===== src/design/mecanum_odo_pkg.sv =====
// Shared types, constants and tables for the mecanum odometry integrator.
// Depends on nothing; imported by the controller, datapath and top level.
package mecanum_odo_pkg;

  localparam int CORDIC_STEPS = 16;
  localparam int ANGLE_BITS   = 16;

  localparam logic [31:0] KEEP_MASK   = ~((32'd1 << (32 - ANGLE_BITS)) - 32'd1);
  localparam logic [4:0]  LAST_ITER   = 5'(CORDIC_STEPS - 1);
  localparam logic signed [32:0] VEL_K       = 33'sd90249485;
  localparam logic signed [33:0] CORDIC_GAIN = 34'sd652032874;

  // configuration register indexes
  localparam logic [1:0] REG_TIME_STEP = 2'd0;
  localparam logic [1:0] REG_SLIP_GAIN = 2'd1;

  localparam logic [31:0] TIME_STEP_RST = 32'd21475;
  localparam logic [15:0] SLIP_GAIN_RST = 16'd4608;

  typedef enum logic [3:0] {
    MUL_NONE, MUL_WSX, MUL_WSY, MUL_VXC, MUL_VYS, MUL_VXS, MUL_VYC,
    MUL_MXT, MUL_MYT, MUL_RT, MUL_XH, MUL_XL, MUL_YH, MUL_YL
  } mul_op_t;

  typedef enum logic [3:0] {
    SNK_NONE, SNK_VX, SNK_VY, SNK_SUM, SNK_MX, SNK_MY,
    SNK_ACCX, SNK_ACCY, SNK_ACCT, SNK_POSX
  } sink_t;

  typedef struct packed {
    logic       load;
    mul_op_t    mul_op;
    sink_t      sink;
    logic       cordic_step;
    logic       cordic_fin;
    logic       out_load;
    logic [4:0] iter;
  } odo_cmd_t;

  // arctangent of 2^-i in 2^32-per-turn units
  function automatic logic [31:0] atan_turn(input logic [4:0] i);
    logic [31:0] a;
    case (i)
      5'd0:  a = 32'h20000000;  5'd1:  a = 32'h12E4051E;
      5'd2:  a = 32'h09FB385B;  5'd3:  a = 32'h051111D4;
      5'd4:  a = 32'h028B0D43;  5'd5:  a = 32'h0145D7E1;
      5'd6:  a = 32'h00A2F61E;  5'd7:  a = 32'h00517C55;
      5'd8:  a = 32'h0028BE53;  5'd9:  a = 32'h00145F2F;
      5'd10: a = 32'h000A2F98;  5'd11: a = 32'h000517CC;
      5'd12: a = 32'h00028BE6;  5'd13: a = 32'h000145F3;
      5'd14: a = 32'h0000A2FA;  5'd15: a = 32'h0000517D;
      5'd16: a = 32'h000028BE;  5'd17: a = 32'h0000145F;
      5'd18: a = 32'h00000A30;  5'd19: a = 32'h00000518;
      5'd20: a = 32'h0000028C;  5'd21: a = 32'h00000146;
      5'd22: a = 32'h000000A3;  5'd23: a = 32'h00000051;
      5'd24: a = 32'h00000029;  5'd25: a = 32'h00000014;
      5'd26: a = 32'h0000000A;  5'd27: a = 32'h00000005;
      5'd28: a = 32'h00000003;  5'd29: a = 32'h00000001;
      5'd30: a = 32'h00000001;
      default: a = 32'h00000000;
    endcase
    return a;
  endfunction

  function automatic logic [31:0] sat32(input logic signed [63:0] v);
    logic [31:0] r;
    if (v > 64'sd2147483647) r = 32'h7FFFFFFF;
    else if (v < -64'sd2147483648) r = 32'h80000000;
    else r = v[31:0];
    return r;
  endfunction

endpackage


===== src/design/mecanum_odo_ctrl.sv =====
// Sequencer for the odometry datapath: handshakes, step order, CORDIC count.
// Depends on mecanum_odo_pkg.
module mecanum_odo_ctrl (
  input  logic                      clk,
  input  logic                      rst_n,
  input  logic                      in_valid,
  output logic                      in_ready,
  output logic                      out_valid,
  input  logic                      out_ready,
  output mecanum_odo_pkg::odo_cmd_t cmd
);
  import mecanum_odo_pkg::*;

  typedef enum logic [16:0] {
    ST_IDLE = 17'h00001, ST_VX  = 17'h00002, ST_VY  = 17'h00004,
    ST_CORD = 17'h00008, ST_CFIN = 17'h00010, ST_MXC = 17'h00020,
    ST_MXS  = 17'h00040, ST_MYS = 17'h00080, ST_MYC = 17'h00100,
    ST_DTX  = 17'h00200, ST_DTY = 17'h00400, ST_DTT = 17'h00800,
    ST_GXH  = 17'h01000, ST_GXL = 17'h02000, ST_GYH = 17'h04000,
    ST_GYL  = 17'h08000, ST_OUT = 17'h10000
  } state_t;

  state_t     state_r, state_nxt;
  logic [4:0] iter_r, iter_nxt;
  logic       out_valid_r, out_valid_nxt;
  logic       out_free;

  assign in_ready  = (state_r == ST_IDLE);
  assign out_valid = out_valid_r;
  assign out_free  = !out_valid_r || out_ready;

  always_comb begin
    state_nxt       = state_r;
    iter_nxt        = iter_r;
    cmd             = '0;
    cmd.mul_op      = MUL_NONE;
    cmd.sink        = SNK_NONE;
    cmd.iter        = iter_r;
    case (state_r)
      ST_IDLE: begin
        cmd.load = in_valid;
        iter_nxt = '0;
        if (in_valid) state_nxt = ST_VX;
      end
      ST_VX: begin
        cmd.mul_op = MUL_WSX;
        state_nxt  = ST_VY;
      end
      ST_VY: begin
        cmd.sink   = SNK_VX;
        cmd.mul_op = MUL_WSY;
        state_nxt  = ST_CORD;
      end
      ST_CORD: begin
        cmd.sink        = SNK_VY;
        cmd.cordic_step = 1'b1;
        iter_nxt        = iter_r + 5'd1;
        if (iter_r == LAST_ITER) state_nxt = ST_CFIN;
      end
      ST_CFIN: begin
        cmd.cordic_fin = 1'b1;
        state_nxt      = ST_MXC;
      end
      ST_MXC: begin
        cmd.mul_op = MUL_VXC;
        state_nxt  = ST_MXS;
      end
      ST_MXS: begin
        cmd.sink = SNK_SUM; cmd.mul_op = MUL_VYS; state_nxt = ST_MYS;
      end
      ST_MYS: begin
        cmd.sink = SNK_MX;  cmd.mul_op = MUL_VXS; state_nxt = ST_MYC;
      end
      ST_MYC: begin
        cmd.sink = SNK_SUM; cmd.mul_op = MUL_VYC; state_nxt = ST_DTX;
      end
      ST_DTX: begin
        cmd.sink = SNK_MY;   cmd.mul_op = MUL_MXT; state_nxt = ST_DTY;
      end
      ST_DTY: begin
        cmd.sink = SNK_ACCX; cmd.mul_op = MUL_MYT; state_nxt = ST_DTT;
      end
      ST_DTT: begin
        cmd.sink = SNK_ACCY; cmd.mul_op = MUL_RT;  state_nxt = ST_GXH;
      end
      ST_GXH: begin
        cmd.sink = SNK_ACCT; cmd.mul_op = MUL_XH;  state_nxt = ST_GXL;
      end
      ST_GXL: begin
        cmd.sink = SNK_SUM;  cmd.mul_op = MUL_XL;  state_nxt = ST_GYH;
      end
      ST_GYH: begin
        cmd.sink = SNK_POSX; cmd.mul_op = MUL_YH;  state_nxt = ST_GYL;
      end
      ST_GYL: begin
        cmd.sink = SNK_SUM;  cmd.mul_op = MUL_YL;  state_nxt = ST_OUT;
      end
      ST_OUT: begin
        // hold until the output register is free
        cmd.out_load = out_free;
        if (out_free) state_nxt = ST_IDLE;
      end
      default: state_nxt = ST_IDLE;
    endcase
  end

  always_comb begin
    out_valid_nxt = out_valid_r;
    if (cmd.out_load) out_valid_nxt = 1'b1;
    else if (out_ready) out_valid_nxt = 1'b0;
  end

  always_ff @(posedge clk) begin
    if (!rst_n) begin
      state_r     <= ST_IDLE;
      iter_r      <= '0;
      out_valid_r <= 1'b0;
    end else begin
      state_r     <= state_nxt;
      iter_r      <= iter_nxt;
      out_valid_r <= out_valid_nxt;
    end
  end

  a_onehot: assert property (@(posedge clk) disable iff (!rst_n) $onehot(state_r))
    else $error("controller state not one-hot");
  a_cord_len: assert property (@(posedge clk) disable iff (!rst_n)
    (state_r == ST_CORD && iter_r == LAST_ITER) |=> state_r == ST_CFIN)
    else $error("CORDIC run did not end after its last step");
  a_out_set: assert property (@(posedge clk) disable iff (!rst_n)
    cmd.out_load |=> out_valid_r)
    else $error("result loaded but not presented");
  a_no_overrun: assert property (@(posedge clk) disable iff (!rst_n)
    (out_valid_r && !out_ready) |-> !cmd.out_load)
    else $error("result overwritten while waiting");

endmodule


===== config.mk =====
export PLATFORM = sky130hd
export DESIGN_NAME = mecanum_odo_ctrl
export DESIGN_NICKNAME = d
export VERILOG_FILES = /design/src/design/mecanum_odo_pkg.sv /design/src/design/mecanum_odo_ctrl.sv
export SDC_FILE = /design/constraint.sdc
export NUM_CORES = 1
export LEC_CHECK = 0
export ABC_AREA = 1
export BUFFER_PORTS_ARGS = -buffer_cell sky130_fd_sc_hd__buf_2
export CORE_UTILIZATION = 56
export CTS_CLUSTER_DIAMETER = 50
export CTS_CLUSTER_SIZE = 16
export DETAILED_ROUTE_END_ITERATION = 16
export GPL_TIMING_DRIVEN = 0
export HOLD_SLACK_MARGIN = 0.15
export PLACE_DENSITY = 0.82
export SLEW_MARGIN = 20
export SYNTH_ARGS = -nofsm -noshare
export SYNTH_HDL_FRONTEND = slang
export SYNTH_SLANG_ARGS = --single-unit

===== constraint.sdc =====
create_clock -name clk -period 1.9 [get_ports clk]
set_input_delay 0.095 -clock clk [delete_from_list [all_inputs] [get_ports clk]]
set_output_delay 0.095 -clock clk [all_outputs]
set_load 0.005 [all_outputs]

# [Yosys cells after proc, flatten, opt, wreduce, memory -nomap -nowiden]
# Index checks and enable logic that the tools add are counted.
[word_totals] regBits=23 inputBits=4 word_cells=44
[op_classes] add_sub_neg=1 eq_ne=21 muxes=13 n_reduce_logical=6
[ops] cell="$pmux W17 S17" count=1
[ops] cell="$pmux W4 S13" count=1
[ops] cell="$mux W17" count=3
[ops] cell="$pmux W4 S9" count=1
[ops] cell="$eq A17 B1 Y1 const B" count=1
[ops] cell="$eq A17 B10 Y1 const B" count=1
[ops] cell="$eq A17 B11 Y1 const B" count=1
[ops] cell="$eq A17 B12 Y1 const B" count=1
[ops] cell="$eq A17 B13 Y1 const B" count=1
[ops] cell="$eq A17 B14 Y1 const B" count=1
[ops] cell="$eq A17 B15 Y1 const B" count=1
[ops] cell="$eq A17 B16 Y1 const B" count=1
[ops] cell="$eq A17 B17 Y1 const B" count=1
[ops] cell="$eq A17 B2 Y1 const B" count=1
[ops] cell="$eq A17 B3 Y1 const B" count=1
[ops] cell="$eq A17 B4 Y1 const B" count=1
[ops] cell="$eq A17 B5 Y1 const B" count=1
[ops] cell="$eq A17 B6 Y1 const B" count=1
[ops] cell="$eq A17 B7 Y1 const B" count=1
[ops] cell="$eq A17 B8 Y1 const B" count=1
[ops] cell="$eq A17 B9 Y1 const B" count=1
[ops] cell="$pmux W5 S2" count=1
[ops] cell="$mux W1" count=6
[ops] cell="$ne A2 B2 Y1 const B" count=3
[ops] cell="other kinds (7)" count=8

# [Longest topological paths before layout]
# Gate-level depths: netlist of the first run.
[logic_depth] ltp_word=4 ltp_mapped=11 ltp_nobuf=11

# [Worst setup path after synthesis of the first run]
# Ideal clock, no wire load.
[synth_timing] path_kind="reg-to-reg" start="register state_r[9]" end="register state_r[4]" setup_ns=0.135 arrival_ns=1.306 required_time_ns=1.765 setup_slack_ns=0.459 path_stages_with_launch=10 cell_sequence="dfxtp_1 nor2_1 nand2_2 nor2_8 nand3_2 nor2_4 nor2_2 o21ai_4 buf_8 nor3_2"
[synth_via] elab_chain_len=3 word_cells_on_any_way=22 classes_between="eq/ne: 20; mux: 1; reduce/logical: 1"
[synth_lines] item="start: declaration" line="mecanum_odo_ctrl.sv:23" text="state_t state_r, state_nxt;"
[synth_lines] item="start signal: assignment" line="mecanum_odo_ctrl.sv:119" text="state_r <= state_nxt;"
[synth_lines] item="$eq A17 B4 Y1 (tied with other cells)" line="mecanum_odo_ctrl.sv:39" text="case (state_r)"
[synth_lines] item="$ne A2 B2 Y1 (no source line)"
[synth_lines] item="$reduce_and A3 Y1 (no source line)"
# Parallel ways exist; a longest one is shown, timed or not.
# A chain may end at the register's enable or synchronous reset.

==> summary.md, run 1 <==
| Metric | Value |
|---|---|
| Netlist cell types | 28 |
| Post-Syn Area | around 1500 um^2 |
| Pwr dens | roughly 820 nW/um^2 |
| Initial Util | 0.589 |
| Fin. max-slew vios | 0 |
| Vias in the first global route | around 1,200 |
| Area post-placement | 1610 um^2 |
| Achievable Freq | approximately 0.54 GHz |
| Final ANT Viol Nets | 0 |
| Largest net degree at the start of global routing | 17 |
| Leak | 0.000860 uW |
| Clock tree root driver cell | clkbuf_4 |
| N_diodes | 0 |
| Top_reg_cell synth | dfxtp_1 |
| Worst Skew | between 2 and 2.5 ps |
| Worst reg2reg startpoint | state_r[10] |
| Die ar. | 2810 um^2 |
| Cell Rows | 18 |
| Clock transition at the registers of the reported paths | ~120 ps |
| Register area share after synthesis | 0.316 |
| Post-Syn Instances | slightly above 200 |
| Iteration-0 DRC count of the detailed router | 26 |
| Utilization after layout | 0.683 |
| Share of the synthesized area in the top cell type | 0.316 |
| Post-synth top area cell | dfxtp_1 |
| Max VDD drop | ~0.0007 V |
| WP data required | 1800 ps |
| Clock H-tree levels | 1 |
| Crit. End Element | output port |
| Worst hold slack | a little under 500 ps |
| CTS tree | built |
| Unrepaired setup endpoints after global routing | true |
| First-pass DRT Iterations | 4 |
| Via/cell ratio | between 5 and 6 |
| # setup viols final | 0 |
| Cell with the most instances after synthesis | nor2_1 |
| Element type at the critical path start | flip-flop |
| Chip Height | between 50 and 60 um |
| Crit. Startpoint | state_r[0] |
| WP data arrival | 1750 ps |
| Die Span X | 53.0 um |
| First-pass GRT wire length | between 5 and 6 mm |
| CP max-delay cell | dfxtp_1 |
| GPL Wtd Cong | 0.873 |
| Total number of vias | between 1,000 and 1,500 |
| Max-cap violations | 0 |
| Num ports | 23 |
| Fin. Hold Viols | 0 |
| Crit path buf inv count | 2 |
| Slew at the pin closest to its max-slew limit | between 500 and 600 ps |
| Post-synth top cells | 32 x nor2_1, 30 x inv_1, 29 x nand2_1 |
| Clock Latency Late Sink | 300 ps |
| CP Class | flip-flop to output port |
| Cts bufs inserted | 3 |
| Post-DP HPWL | 2.40 mm |
| Min-Delay Path Class | flip-flop to flip-flop |
| Clock buffer depth | 2 |
| Routed len/inst | roughly 12 um |
| Port Buffer Count | 22 |
| CTS sink cnt | 23 |
| Async S/R FF share, synth | 0 |
| Largest cells by area after synthesis | dfxtp_1 32%, nor2_1 8.2%, inv_1 7.7%, nand3_1 7.5%, nand2_1 7.5% |
| Max FO, Critical Path | 4 |
| Placement Setup Slack | 213 ps |
| Setup ws final | roughly 56 ps |
| Placed cell count | 259 |
| Relative slew slack | 0.602 |
| Hold Crit Start | iter_r[4] |
| Ys Warns | 0 |
| Final Cycle Share | 0.970 |
| Syn-to-layout area delta | 16.0% |
| Residual DRC | 0 |
| Ratio of cells with drive above 1 in the final layout | 0.277 |
| Seq cells post-synth | 23 |
| Total Wirelength | approximately 3.2 mm |
| Layout net count | about 240 |
| Overall Global Routing Usage | 0.244 |
| Tmin final | around 1800 ps |
| Max incr delay on CP | 380 ps |
| GRT Residual Overflow | 0 |
| Core footprint | around 2500 um^2 |
| Non-Filler Instances | 265 |
| Antenna violations before repair | 0 |
| Crit path cell chain | nor2_2, nand2_2, inv_1, nand3_1, nand2_1, or3_1, buf_2 |
| Outcome | finished clean |
| Mean Syn Cell Area | around 7.0 um^2 |
| Synth Net Count | 213 |
| Design area | about 1700 um^2 |
| Number of flops mapped to enable cells by yosys | 0 |
| Largest delay share family, worst path | simple AND/OR/NAND/NOR gates |
## cell families after synthesis
group,after synthesis,synth area share
xor+xnor,1,0.00600
buf+inv,38,0.109
compound gates,12,0.0489
simple gates,131,0.503
flops,23,0.316
fa+ha+maj,2,0.0171
## area by class of cell
class / count / area (um^2)
inverters: 34 / 128
clock buffers: 4 / 26.3
flip-flops and latches: 23 / 462
well taps: 30 / 37.5
repair buffers: 25 / 140
fillers: 240 / 786
multi-input cells: 146 / 872
plain buffers: 3 / 26.3
## state kept, by name, summed over array words and instances, names as in the netlist
signal and flops:
state_r 17, iter_r 5, out_valid 1
## path summary, 6_finish.rpt
path	to	slack [ps]	cells past startpoint
worst max-delay path	cmd[12]	60	7
worst min-delay path	iter_r[4]	490	2
worst max register to register	state_r[7]	220	9
worst min register to register	iter_r[4]	490	2
## routing by layer
layer  share of wire  vias up  GRT usage
li1                -      724          -
met1            0.46      603      0.312
met2            0.49       38      0.432
met3           0.045        2     0.0259
met4          0.0066        0     0.0570
met5               0        -          0
## cell usage in the layout, fill, tap and decap left out, types with 8 or more instances in the layout
| cell | instances |
|---|---|
| nand2_1 | 28 |
| nor3_2 | 10 |
| nor2_2 | 8 |
| nand3_1 | 18 |
| nor2_1 | 31 |
| dfxtp_1 | 22 |
| nand3b_1 | 8 |
| inv_1 | 30 |
| a21oi_1 | 8 |
| buf_2 | 22 |
## what timing repair did
item / CTS / global route
cloned: 0 / 0
endpoints found under the setup margin: 3 / 7
hold endpoints to repair: 5 / 0
buffers inserted: 0 / 0
hold buffers: 3 / 0
resized for setup: 2 / 6
## metrics by stage
| stage | total power (uW) | TNS [ps] |
|---|---|---|
| after floorplan | 1010 | 0 |
| after global placement | 1130 | 0 |
| after detailed placement | 1140 | 0 |
| after CTS | 1370 | 0 |
| after global routing | 1480 | -139 |
| final | 1380 | 0 |
## report_power, final
group | total, uW | switching, uW | internal [uW]
logic | 617 | 392 | 225
clock network | 225 | 143 | 81.8
registers | 542 | 26.9 | 515
total | 1380 | 562 | 821
## tightest hold or removal path, stage by stage, from the launching register on
cell	delay, ps
dfxtp_1	340
nand2_1	60
a21oi_1	50
No activity file was read; power rests on OpenSTA's default activity.
==> run 2, diff against run 1 <==
- GPL_TIMING_DRIVEN: 0 -> not set
==> summary.md, run 2 (synthesis gave the netlist of run 1 again) <==
| Metric | Value |
|---|---|
| Post-DP HPWL | 2.31 mm (-3.6%) |
| Achievable Freq | 0.539 GHz (-0.57%) |
| Largest net degree at the start of global routing | 17 (unchanged) |
| Pwr dens | 850 nW/um^2 (+4.0%) |
| Hold Crit Depth | 2 (unchanged) |
| Outcome | finished clean |
| Unrepaired setup endpoints after global routing | true |
| Ratio of cells with drive above 1 in the final layout | 0.333 (+0.0567) |
| Min-Delay Path Class | flip-flop to flip-flop |
| CTS tree | built |
| R2R cell count | 10 (+1) |
| Worst hold slack | 486 ps (-2.11 ps) |
| Placement Setup Slack | 226 ps (+12.2 ps) |
| Fin. max-slew vios | 0 (unchanged) |
| Clock buffer depth | 2 (unchanged) |
| Clock Latency Late Sink | 310 ps (about the same) |
| Placed cell count | 257 (-0.77%) |
| Chip Height | 53.0 um (unchanged) |
| Cts bufs inserted | 3 (unchanged) |
| Tmin final | 1850 ps (+10.5 ps) |
| # setup viols final | 0 (unchanged) |
| Final Cycle Share | 0.976 (+0.00555) |
| Syn-to-layout area delta | 20.8% |
| GRT Residual Overflow | 0 (unchanged) |
| Initial Util | 0.589 (unchanged) |
| First-pass GRT wire length | 5.04 mm (+0.54%) |
| Commonest cells after routing, fill and taps aside | 30 x nor2_1, 29 x inv_1, 28 x nand2_1, 22 x buf_2, 17 x dfxtp_1 |
| Largest register FFs | 17 (unchanged) |
| Via/cell ratio | 5.29 (+2.5%) |
| Reg power frac | 0.365 (-0.027) |
| Max-cap violations | 0 (unchanged) |
| Max VDD drop | 0.000666 V (-4.6%) |
| Power share of the combinational group | 0.480 (+0.034) |
| Layout net count | 247 (+2.1%) |
| GPL Wtd Cong | 0.876 (+0.37%) |
| Internal power | 899 uW (+9.4%) |
| Worst Skew | 3.97 ps (+1.94 ps) |
| Switching power | 599 uW (+6.7%) |
| Most common cell after layout, fill and taps aside | nor2_1 |
| Clock power frac | 0.155 (-0.008) |
| Antenna violations before repair | 0 (unchanged) |
| Total number of vias | 1,428 (+4.5%) |
| Element type at the critical path start | flip-flop |
| Num ports | 23 (unchanged) |
| Final ANT Viol Nets | 0 (unchanged) |
| Vias in the first global route | 1,204 (+2.1%) |
| CP Class | flip-flop to output port |
| Port Buffer Count | 22 (unchanged) |
| Non-Filler Instances | 270 (+1.9%) |
| Clock tree root driver cell | clkbuf_4 |
| Overall Global Routing Usage | 0.243 (-0.000747) |
| WP data arrival | 1760 ps (about the same) |
| Slew at the pin closest to its max-slew limit | 285 ps (-312 ps) |
| Utilization after layout | 0.711 (+0.0283) |
| N_diodes | 0 (unchanged) |
| Leak | 0.000892 uW (+3.7%) |
| Routed len/inst | 12.3 um (+3.0%) |
| Crit. End Element | output port |
| Cell Rows | 18 (unchanged) |
| WP data required | 1800 ps (about the same) |
| Switching part of the total power | 0.400 (-0.00612) |
| Total Neg Setup Slack | 0 ps (unchanged) |
| Clock transition at the registers of the reported paths | 130 ps (about the same) |
| Iteration-0 DRC count of the detailed router | 20 (-23%) |
| Clock H-tree levels | 1 (unchanged) |
| Relative slew slack | 0.810 (+0.208) |
| Total Wirelength | 3.32 mm (+4.9%) |
| Max FO, Critical Path | 5 (+1) |
| Core footprint | 2480 um^2 (unchanged) |
| CTS sink cnt | 23 (unchanged) |
| Largest reg by FF count | state_r |
| Fin. Hold Viols | 0 (unchanged) |
| Setup ws final | 45.6 ps (-10.5 ps) |
| First-pass DRT Iterations | 4 (unchanged) |
| Residual DRC | 0 (unchanged) |
| Die Span X | 53.0 um (unchanged) |
| Die ar. | 2810 um^2 (unchanged) |
## run 2: changes by cell type in the layout (fill, tap and decap cells not counted)
cell / change
dfxtp_2: +5
nand3_2: +3
buf_12: +2
dfxtp_1: -5
buf_4: +5
buf_8: -1
nand3_4: -1
inv_2: +1
clkbuf_1: -1
nand3_1: -2
nor2_1: -1
nor2_2: +1
inv_1: -1
## run 2: worst paths after layout
kind	start	end	slack [ps]
setup / recovery	state_r[4]	cmd[12]	50
hold / removal	iter_r[3]	iter_r[3]	490
setup reg to reg	state_r[10]	state_r[11]	150
hold reg to reg	iter_r[3]	iter_r[3]	490
## run 2: timing repair
action | 4_1_cts | 5_1_grt
pin swaps | 0 | 2
endpoints found under the setup margin | 1 | 7
buffers inserted | 0 | 6
resized for setup | 2 | 15
hold buffers | 3 | 0
hold endpoints to repair | 8 | 0
## run 2: worst max-delay path, stage by stage, from the launching register on
cell and delay [ps]:
dfxtp_1 370, nor2_2 60, nand2_2 130, nor2_8 60, buf_4 160, nand3_2 100, nand2_1 60, or3_1 380
buf_2 140
## run 2: final cells by class
| type | count | area (um^2) |
|---|---|---|
| Sequential cell | 23 | 468 |
| Inverter | 34 | 128 |
| Tap cell | 30 | 37.5 |
| Fill cell | 221 | 716 |
| Timing Repair Buffer | 33 | 225 |
| Clock buffer | 4 | 26.3 |
| Multi-Input combinational cell | 146 | 877 |
## run 2: power groups by stage
stage                     combinational [uW]  clock [uW]  sequential [uW]
after floorplan                          460           0              547
after global placement                   596           0              552
after detailed placement                 604           0              551
after CTS                                619         235              540
after global routing                     794         253              551
final                                    720         232              546
## run 2: metrics by stage
stage | total power, uW | area (um^2)
global route | 1600 | 1760
CTS | 1390 | 1670
floorplan | 1010 | 1460
finish | 1500 | 1760
global placement | 1150 | 1600
detailed placement | 1150 | 1600
## run 2: metal layers
layer,track usage,share of wire,up-vias,wire length (um)
met3,0.0287,0.048,2,161
met2,0.426,0.50,36,1660
met5,0,0,-,0
li1,-,-,731,-
met1,0.314,0.44,659,1480
met4,0.0570,0.0057,0,19
